==> config.mk <==
export PLATFORM = sky130hd
export DESIGN_NAME = key_debounce_autorepeat
export DESIGN_NICKNAME = d
export VERILOG_FILES = /design/src/hw/rtl/kda_pkg.sv /design/src/hw/rtl/kda_lane.sv /design/src/hw/rtl/kda_merge.sv /design/src/hw/rtl/key_debounce_autorepeat.sv
export SDC_FILE = /design/constraint.sdc
export NUM_CORES = 1
export LEC_CHECK = 0
export BUFFER_PORTS_ARGS = -buffer_cell sky130_fd_sc_hd__buf_2
export CAP_MARGIN = 20
export CORE_MARGIN = 1.5
export CORE_UTILIZATION = 40
export DETAILED_ROUTE_END_ITERATION = 6
export PLACE_DENSITY_LB_ADDON = 0.05
export SYNTH_ARGS = -nofsm -noshare
export SYNTH_HDL_FRONTEND = slang
export SYNTH_HIERARCHICAL = 1
export SYNTH_SLANG_ARGS = --single-unit
==> constraint.sdc <==
create_clock -name i_clk -period 5.9 [get_ports i_clk]
set_input_delay 0 -clock i_clk [delete_from_list [all_inputs] [get_ports i_clk]]
set_output_delay 0 -clock i_clk [all_outputs]
set_load 0.005 [all_outputs]
==> src/hw/rtl/kda_pkg.sv <==
`timescale 1ns / 1ps
`default_nettype none

package kda_pkg;

    localparam int NUM_KEYS   = 4;
    localparam int CNT_W      = 8;
    localparam int KEY_CODE_W = $clog2(NUM_KEYS + 1);
    localparam int CFG_DATA_W = (NUM_KEYS > CNT_W) ? NUM_KEYS : CNT_W;
    localparam int CFG_IDX_W  = 2;

    // Configuration register indexes.
    localparam logic [CFG_IDX_W-1:0] REG_DEBOUNCE   = 2'd0;
    localparam logic [CFG_IDX_W-1:0] REG_REPEAT     = 2'd1;
    localparam logic [CFG_IDX_W-1:0] REG_HOLD_DELAY = 2'd2;
    localparam logic [CFG_IDX_W-1:0] REG_HOLD_EN    = 2'd3;

    // Reset values of the configuration registers.
    localparam logic [CNT_W-1:0]    RST_DEBOUNCE   = 8'd5;
    localparam logic [CNT_W-1:0]    RST_REPEAT     = 8'd20;
    localparam logic [CNT_W-1:0]    RST_HOLD_DELAY = 8'd100;
    localparam logic [NUM_KEYS-1:0] RST_HOLD_EN    = '0;

    // Hold counter marker values.
    localparam logic [CNT_W-1:0] MARK_NO_HOLD = 8'hFF;
    localparam logic [CNT_W-1:0] MARK_HOLD    = 8'hFE;

    typedef struct packed {
        logic [CNT_W-1:0] debounce_ticks;
        logic [CNT_W-1:0] repeat_ticks;
        logic [CNT_W-1:0] hold_delay_ticks;
    } t_key_cfg;

    typedef struct packed {
        logic             was_pressed;
        logic             debounced;
        logic [CNT_W-1:0] debounce_count;
        logic [CNT_W-1:0] hold_count;
        logic             repeat_active;
    } t_key_state;

    typedef struct packed {
        logic [NUM_KEYS-1:0]   pulse_mask;
        logic [KEY_CODE_W-1:0] key_code;
    } t_result;

endpackage

`default_nettype wire

==> src/hw/rtl/kda_lane.sv <==
`timescale 1ns / 1ps
`default_nettype none

module kda_lane (
    input  wire logic              i_clk,
    input  wire logic              i_rst_n,
    input  wire logic              i_load,
    input  wire logic              i_pressed,
    input  wire logic              i_hold_en,
    input  wire kda_pkg::t_key_cfg i_cfg,
    output logic                   o_debounced
);

    kda_pkg::t_key_state r_st;
    kda_pkg::t_key_state n_st;

    always_comb begin
        logic [kda_pkg::CNT_W-1:0] dc_inc;
        logic [kda_pkg::CNT_W-1:0] hc;
        logic                      ra;

        n_st   = r_st;
        dc_inc = r_st.debounce_count + kda_pkg::CNT_W'(1);
        hc     = r_st.hold_count;
        ra     = r_st.repeat_active;
        if (!i_pressed) begin
            n_st = '0;
        end else if (!r_st.was_pressed) begin
            n_st.hold_count     = '0;
            n_st.debounce_count = '0;
            n_st.debounced      = (i_cfg.debounce_ticks == kda_pkg::CNT_W'(1));
            n_st.was_pressed    = 1'b1;
            n_st.repeat_active  = 1'b0;
        end else if (!r_st.debounced && (r_st.hold_count == '0)) begin
            n_st.debounce_count = dc_inc;
            if (dc_inc >= i_cfg.debounce_ticks) begin
                n_st.debounce_count = i_cfg.debounce_ticks;
                n_st.debounced      = 1'b1;
                n_st.hold_count     = i_hold_en ? kda_pkg::MARK_HOLD
                                                : kda_pkg::MARK_NO_HOLD;
            end
        end else if (!r_st.debounced) begin
            // Waiting for the hold delay, then counting repeat periods.
            if (i_hold_en && (hc == kda_pkg::MARK_NO_HOLD)) begin
                hc = kda_pkg::CNT_W'(1);
            end else if (i_hold_en && !ra) begin
                hc = hc + kda_pkg::CNT_W'(1);
                if (hc >= i_cfg.hold_delay_ticks) begin
                    ra = 1'b1;
                end
            end
            if (ra && i_hold_en && (hc != '0)) begin
                hc = hc + kda_pkg::CNT_W'(1);
                if (hc >= i_cfg.repeat_ticks) begin
                    hc             = '0;
                    n_st.debounced = 1'b1;
                end
            end
            n_st.hold_count    = hc;
            n_st.repeat_active = ra;
        end else begin
            // A pulse lasts one tick.
            n_st.debounced = 1'b0;
            if (i_hold_en) begin
                n_st.hold_count = r_st.hold_count + kda_pkg::CNT_W'(1);
            end
        end
    end

    always_ff @(posedge i_clk) begin
        if (!i_rst_n) begin
            r_st <= '0;
        end else if (i_load) begin
            r_st <= n_st;
        end
    end

    assign o_debounced = n_st.debounced;

    a_release_clears: assert property (@(posedge i_clk) disable iff (!i_rst_n)
        (i_load && !i_pressed) |=> (r_st == '0))
        else $error("released key left state behind");

    a_pulse_needs_press: assert property (@(posedge i_clk) disable iff (!i_rst_n)
        r_st.debounced |-> r_st.was_pressed)
        else $error("pulse on a key that is not pressed");

    a_repeat_needs_press: assert property (@(posedge i_clk) disable iff (!i_rst_n)
        r_st.repeat_active |-> r_st.was_pressed)
        else $error("repeat active on a key that is not pressed");

endmodule

`default_nettype wire

==> src/hw/rtl/kda_merge.sv <==
`timescale 1ns / 1ps
`default_nettype none

module kda_merge (
    input  wire logic [kda_pkg::NUM_KEYS-1:0] i_debounced,
    output kda_pkg::t_result                  o_result
);

    always_comb begin
        o_result.pulse_mask = i_debounced;
        o_result.key_code   = kda_pkg::KEY_CODE_W'(kda_pkg::NUM_KEYS);
        // Scan from the top so the lowest-numbered key wins.
        for (int k = kda_pkg::NUM_KEYS - 1; k >= 0; k--) begin
            if (i_debounced[k]) begin
                o_result.key_code = kda_pkg::KEY_CODE_W'(k);
            end
        end
    end

endmodule

`default_nettype wire

==> src/hw/rtl/key_debounce_autorepeat.sv <==
// Debounce and press-and-hold auto-repeat for a small bank of keys.
//
// Input channel (i_valid / o_ready, i_buttons): one word per periodic tick
// carrying the raw level of every key. Output channel (o_valid / i_ready,
// o_pulse_mask, o_key_code): exactly one word per input word, giving the
// debounced state of each key after that tick and the lowest-numbered key
// whose bit is set (NUM_KEYS when none is).
//
// Every key has its own lane holding its debounce and hold counters; all
// lanes update in the cycle a word is accepted and a priority encoder
// merges their bits. The result is registered, and one word is taken every
// cycle while o_ready is high.
//
// A two-entry output stage (result register plus skid register) lets the
// block take a word while an earlier result still waits; o_ready drops only
// when both entries are full, so a stalled receiver holds back the sender
// after two words. Configuration writes (i_cfg_we, i_cfg_idx, i_cfg_data)
// take effect at once and are meant to be done while the block is idle.
// Synchronous reset clears all key state, empties the output stage and
// loads the default register values.
`timescale 1ns / 1ps
`default_nettype none

module key_debounce_autorepeat (
    input  wire logic                               i_clk,
    input  wire logic                               i_rst_n,
    input  wire logic                               i_valid,
    output logic                                    o_ready,
    input  wire logic [kda_pkg::NUM_KEYS-1:0]       i_buttons,
    output logic                                    o_valid,
    input  wire logic                               i_ready,
    output logic [kda_pkg::NUM_KEYS-1:0]            o_pulse_mask,
    output logic [kda_pkg::KEY_CODE_W-1:0]          o_key_code,
    input  wire logic                               i_cfg_we,
    input  wire logic [kda_pkg::CFG_IDX_W-1:0]      i_cfg_idx,
    input  wire logic [kda_pkg::CFG_DATA_W-1:0]     i_cfg_data
);

    kda_pkg::t_key_cfg                r_cfg;
    logic [kda_pkg::NUM_KEYS-1:0]     r_hold_en;
    logic [kda_pkg::NUM_KEYS-1:0]     lane_db;
    kda_pkg::t_result                 merged;
    kda_pkg::t_result                 r_out;
    kda_pkg::t_result                 r_skid;
    logic                             r_out_valid;
    logic                             r_skid_valid;
    logic                             accept;

    assign o_ready = !r_skid_valid;
    assign accept  = i_valid && o_ready;

    always_ff @(posedge i_clk) begin
        if (!i_rst_n) begin
            r_cfg.debounce_ticks   <= kda_pkg::RST_DEBOUNCE;
            r_cfg.repeat_ticks     <= kda_pkg::RST_REPEAT;
            r_cfg.hold_delay_ticks <= kda_pkg::RST_HOLD_DELAY;
            r_hold_en              <= kda_pkg::RST_HOLD_EN;
        end else if (i_cfg_we) begin
            case (i_cfg_idx)
                kda_pkg::REG_DEBOUNCE: begin
                    r_cfg.debounce_ticks <= i_cfg_data[kda_pkg::CNT_W-1:0];
                end
                kda_pkg::REG_REPEAT: begin
                    r_cfg.repeat_ticks <= i_cfg_data[kda_pkg::CNT_W-1:0];
                end
                kda_pkg::REG_HOLD_DELAY: begin
                    r_cfg.hold_delay_ticks <= i_cfg_data[kda_pkg::CNT_W-1:0];
                end
                kda_pkg::REG_HOLD_EN: begin
                    r_hold_en <= i_cfg_data[kda_pkg::NUM_KEYS-1:0];
                end
                default: begin
                end
            endcase
        end
    end

    for (genvar k = 0; k < kda_pkg::NUM_KEYS; k++) begin : g_lane
        kda_lane u_lane (
            .i_clk       (i_clk),
            .i_rst_n     (i_rst_n),
            .i_load      (accept),
            .i_pressed   (i_buttons[k]),
            .i_hold_en   (r_hold_en[k]),
            .i_cfg       (r_cfg),
            .o_debounced (lane_db[k])
        );
    end

    kda_merge u_merge (
        .i_debounced (lane_db),
        .o_result    (merged)
    );

    // Result register with a skid entry behind it.
    always_ff @(posedge i_clk) begin
        if (!i_rst_n) begin
            r_out_valid  <= 1'b0;
            r_skid_valid <= 1'b0;
        end else if (accept) begin
            if (!r_out_valid || i_ready) begin
                r_out_valid <= 1'b1;
            end else begin
                r_skid_valid <= 1'b1;
            end
        end else if (i_ready) begin
            if (r_skid_valid) begin
                r_skid_valid <= 1'b0;
            end else begin
                r_out_valid <= 1'b0;
            end
        end
    end

    always_ff @(posedge i_clk) begin
        if (accept) begin
            if (!r_out_valid || i_ready) begin
                r_out <= merged;
            end else begin
                r_skid <= merged;
            end
        end else if (i_ready && r_skid_valid) begin
            r_out <= r_skid;
        end
    end

    assign o_valid      = r_out_valid;
    assign o_pulse_mask = r_out.pulse_mask;
    assign o_key_code   = r_out.key_code;

    a_skid_behind_out: assert property (@(posedge i_clk) disable iff (!i_rst_n)
        r_skid_valid |-> r_out_valid)
        else $error("skid entry full while result register empty");

    a_accept_shows: assert property (@(posedge i_clk) disable iff (!i_rst_n)
        accept |=> o_valid)
        else $error("accepted word produced no result");

    a_stall_keeps_skid: assert property (@(posedge i_clk) disable iff (!i_rst_n)
        (r_skid_valid && !i_ready) |=> (r_skid_valid && $stable(r_skid)))
        else $error("buffered word lost during stall");

endmodule

`default_nettype wire
==> parameters.txt <==
Parameter                              Value

STA
  Max Fclk    202 MHz
  Shortest period the worst path allows    4.95 ns
  Setup TNS    0 ns
  Final setup violation count    0
  Transition at the pin with the smallest max-transition slack    0.893 ns
  Unrepaired setup endpoints after global routing    no
  Count of endpoints failing hold in the final timing report    0
  Relative slew slack    0.403
  Worst setup slack after layout    0.954 ns
  Final critical-path share of the clock period    0.838
  Clock Skews    0.0130 ns
  Slew Viols, Final    0

Power and ir drop
  Share of power burned in combinational logic    0.106
  Cell-internal power    0.00156 W
  Power share of the clock group    0.493
  Peak VDD IR    0.179 mV
  Sequential power share    0.400
  Pwr per Cell Area    172 nW/um2
  Standby leakage power    5.32 nW
  Share of total power consumed by net switching    0.290
  Switching power    0.000637 W

Logic synthesis
  Asr flop ratio synth    0
  Number of nets produced by synthesis    1638
  Post-synthesis share of cell area spent on xor and xnor gates    0.0553
  Fraction of the yosys area taken by sequential cells    0.214
  Cell count after synthesis    1503
  Yosys cell types    94
  Dominant combinational cell family by area after synthesis    simple AND/OR/NAND/NOR gates
  Area share of fa/ha/maj cells after synthesis    0.122
  Yosys reg bits    120
  Compound-Gate Fraction of Synth Area    0.236
  Cell Area, Synth    11900 um2
  Yosys synthesis warning count    6
  Prevailing post-synth register cell    dfxtp_1
  Number of flops mapped to enable cells by yosys    14
  Multiplexer fraction of the synthesized cell area    0.0453
  Post-synthesis share of cell area spent on and, or, nand and nor gates    0.238
  Average cell area after synthesis    7.90 um2

Critical path
  Cell with the largest stage delay on the worst path    dfxtp_1
  Setup CP Type    reg -> reg
  Reg2reg setup slack    0.95 ns
  Most prevalent standard cell on the critical path    ha_1
  Type of element launching the critical path    flip-flop
  Required time reported for the critical path endpoint    6.08 ns
  Biggest fanout along the worst timing path    11
  Worst setup EP type    flip-flop
  Critical path, cell by cell    ha_1 > nand3_1 > nor3_2 > nor2_1 > inv_1 > ha_1 > a21boi_0 > nand2_1 > xnor2_1 > ha_1 > o2111ai_1 > o21ai_0 > a21o_1 > a31oi_1 > nor2_1 > nor3_1 > mux2_2
  Crit path largest cell delay    0.56 ns
  CP arrival    5.13 ns

Place
  Setup Slack @ Placement    1.05 ns
  Estimated wirelength of the detail-placed design    27500 um
  Gpl congestion    0.937
  Number of input and output port buffers inserted    27

GRT
  Aggregate global routing overflow    0
  Maximum number of pins on one net before global-route repair    31
  Number of global-route vias before repair    10400
  Initial antenna violation count    0
  Global Route Usage Sum    0.247
  First-pass GRT wire length    59100 um

Route
  Post-detailed-route via-to-cell ratio    5.92
  DRC violation count after routing    0
  Iteration-0 DRC count of the detailed router    1249
  Average wire per standard cell    19.7 um
  Number of iterations in the first detailed-routing pass    5
  Post-route ant nets    0
  Total vias in the final route    11200
  Total length of routed wires    37300 um

Clocking
  Root buffer selected by CTS    clkbuf_16
  Clock Latency Late Sink    0.44 ns
  TritonCTS Sinks    120
  Deepest clock path buffer count    2
  Number of CTS-inserted buffers    17
  Clock-pin transition on the worst setup and hold timing paths    0.06 ns
  Post-CTS setup buffer count    0
  CTS tree    done
  H-tree levels    4

Floorplanning
  Placeable core area    28900 um2
  Die H    175 um
  Total I/O pin count    28
  Die width    175 um
  Row count    62
  Starting utilization of the core area    0.410
  Die Footprint    30700 um2

Final layout
  Filler instances    2974
  Total number of nets in the final design    1628
  Number of inserted diodes    0
  Area grow syn2layout    7.34%
  Fraction of layout cells with a size suffix above 1    0.0956

Job
  Maxcap violations    0

Status
  Outcome    complete, no violations

Worst hold path
  Class of the most critical hold timing path    in -> reg
[what timing repair did]
item,4_1_cts,5_1_grt
gates resized for setup,0,0
hold buffers,14,0
endpoints found under the hold margin,34,0
[cell usage in the layout (no fill, tap or decap), types with 8 or more instances in the layout]
cell / netlist / routed
edfxtp_1: 14 / 14
inv_1: 136 / 136
xnor2_1: 49 / 49
and2_1: 13 / 13
a22oi_1: 16 / 16
a211oi_1: 55 / 55
xor2_1: 26 / 26
dlygate4sd3_1: 0 / 14
o21a_1: 8 / 8
clkbuf_16: 0 / 17
a21o_1: 12 / 12
nor2_1: 98 / 98
nand2_1: 121 / 121
nand4_1: 25 / 25
ha_1: 116 / 116
o2111ai_1: 11 / 11
nor2b_1: 12 / 12
a221oi_1: 10 / 10
nor3_1: 25 / 25
buf_2: 13 / 27
nor4_1: 10 / 10
nand2b_1: 26 / 26
nor3b_1: 9 / 9
o31ai_1: 11 / 11
or2_2: 10 / 10
nand3_1: 75 / 75
and3_1: 8 / 8
o21ai_0: 88 / 88
dfxtp_1: 106 / 106
mux2i_1: 38 / 38
buf_4: 14 / 8
a21boi_0: 8 / 8
or3_1: 27 / 27
a21oi_1: 82 / 82
and4_1: 9 / 9
a31oi_1: 9 / 9
mux2_2: 13 / 13
[cells by family (layout without fill, tap and decap cells)]
group	after synthesis	in the layout
buf+inv	214	217
xor+xnor	75	75
mux	52	52
compound gates	407	407
fa+ha+maj	116	116
flops	120	120
simple gates	519	519
[synth_stat cells, drive strengths merged (11+ instances only)]
library cell / number / area, um2
o31ai: 11 / 82.6
clkbuf: 27 / 105
xnor2: 49 / 429
xor2: 26 / 228
or3: 27 / 169
a211oi: 57 / 438
nor4: 13 / 109
edfxtp: 14 / 420
inv: 136 / 510
mux2: 14 / 158
a21oi: 83 / 419
a21boi: 11 / 82.6
nand4: 28 / 220
nand2b: 27 / 171
and2: 16 / 108
dfxtp: 106 / 2120
a22oi: 16 / 120
nor2b: 12 / 75.1
o21ai: 101 / 528
buf: 50 / 422
nand2: 122 / 465
nand3: 83 / 478
a21o: 12 / 90.1
nor2: 99 / 374
o2111ai: 11 / 96.3
nor3: 29 / 165
mux2i: 38 / 380
or2: 12 / 75.1
ha: 116 / 1450
[power by group through the flow]
stage | sequential, W | combinational (W) | clock, W
floorplan | 0.000876 | 0.000163 | 0
global placement | 0.000898 | 0.000225 | 0
detailed placement | 0.000898 | 0.000224 | 0
CTS | 0.000879 | 0.000232 | 0.00111
global route | 0.000882 | 0.000260 | 0.00115
finish | 0.000880 | 0.000233 | 0.00108
[per-stage QoR]
stage                      util  instance area [um2]  cells  hold WS, ns  total power [W]
final                     0.440                12700   1890       0.0179          0.00220
after CTS                 0.440                12700   1890   0.00000300          0.00222
after global placement    0.415                12000   1844        0.201          0.00112
after floorplan               -                11900   1503       0.0761          0.00104
after detailed placement  0.415                12000   1844        0.216          0.00112
after global routing      0.440                12700   1890       0.0252          0.00229
[per-layer routing]
layer	vias up	global-route usage	wire, um
li1	5479	-	-
met1	5219	0.339	17300
met2	418	0.379	16300
met3	65	0.0483	2370
met4	0	0.0954	1290
met5	-	0	0
[final timing paths]
check	startpoint	end	depth (start not counted)
max	g_lane[0].u_lane/r_st[1]	o_key_code[1]	17
min	i_cfg_data[3]	r_cfg[19]	3
max reg2reg	g_lane[0].u_lane/r_st[1]	o_key_code[1]	17
min reg2reg	g_lane[0].u_lane/r_st[16]	g_lane[0].u_lane/r_st[16]	2
[sequential cells by signal, indices dropped and copies added, names as in the netlist]
signal / count
o_key_code: 3
r_skid_valid: 1
o_pulse_mask: 4
r_cfg: 24
r_hold_en: 4
o_valid: 1
g_lane.u_lane/r_st: 76
r_skid: 7
[layout make-up]
class                      count  area [um2]  share of cell area
clock buffer                  17         425              0.0334
clock inverter                15         169              0.0133
inverter                     136         510              0.0401
multi-input combinational   1169        8280               0.650
sequential                   120        2540               0.200
tap                          384         480              0.0377
timing repair buffer          49         335              0.0263
[worst max-delay path: cells and delay by family, from the launching register on]
kind / cells / cell delay [ns]
AOI/OAI and AO/OA: 5 / 1.04
xor gates and xnor gates: 1 / 0.18
adders and majority gates: 3 / 0.87
buffers and inverters: 1 / 0.14
DFF: 1 / 0.56
muxes: 1 / 0.30
and+or+nand+nor: 6 / 1.58
(Power assumes the default switching activity.)
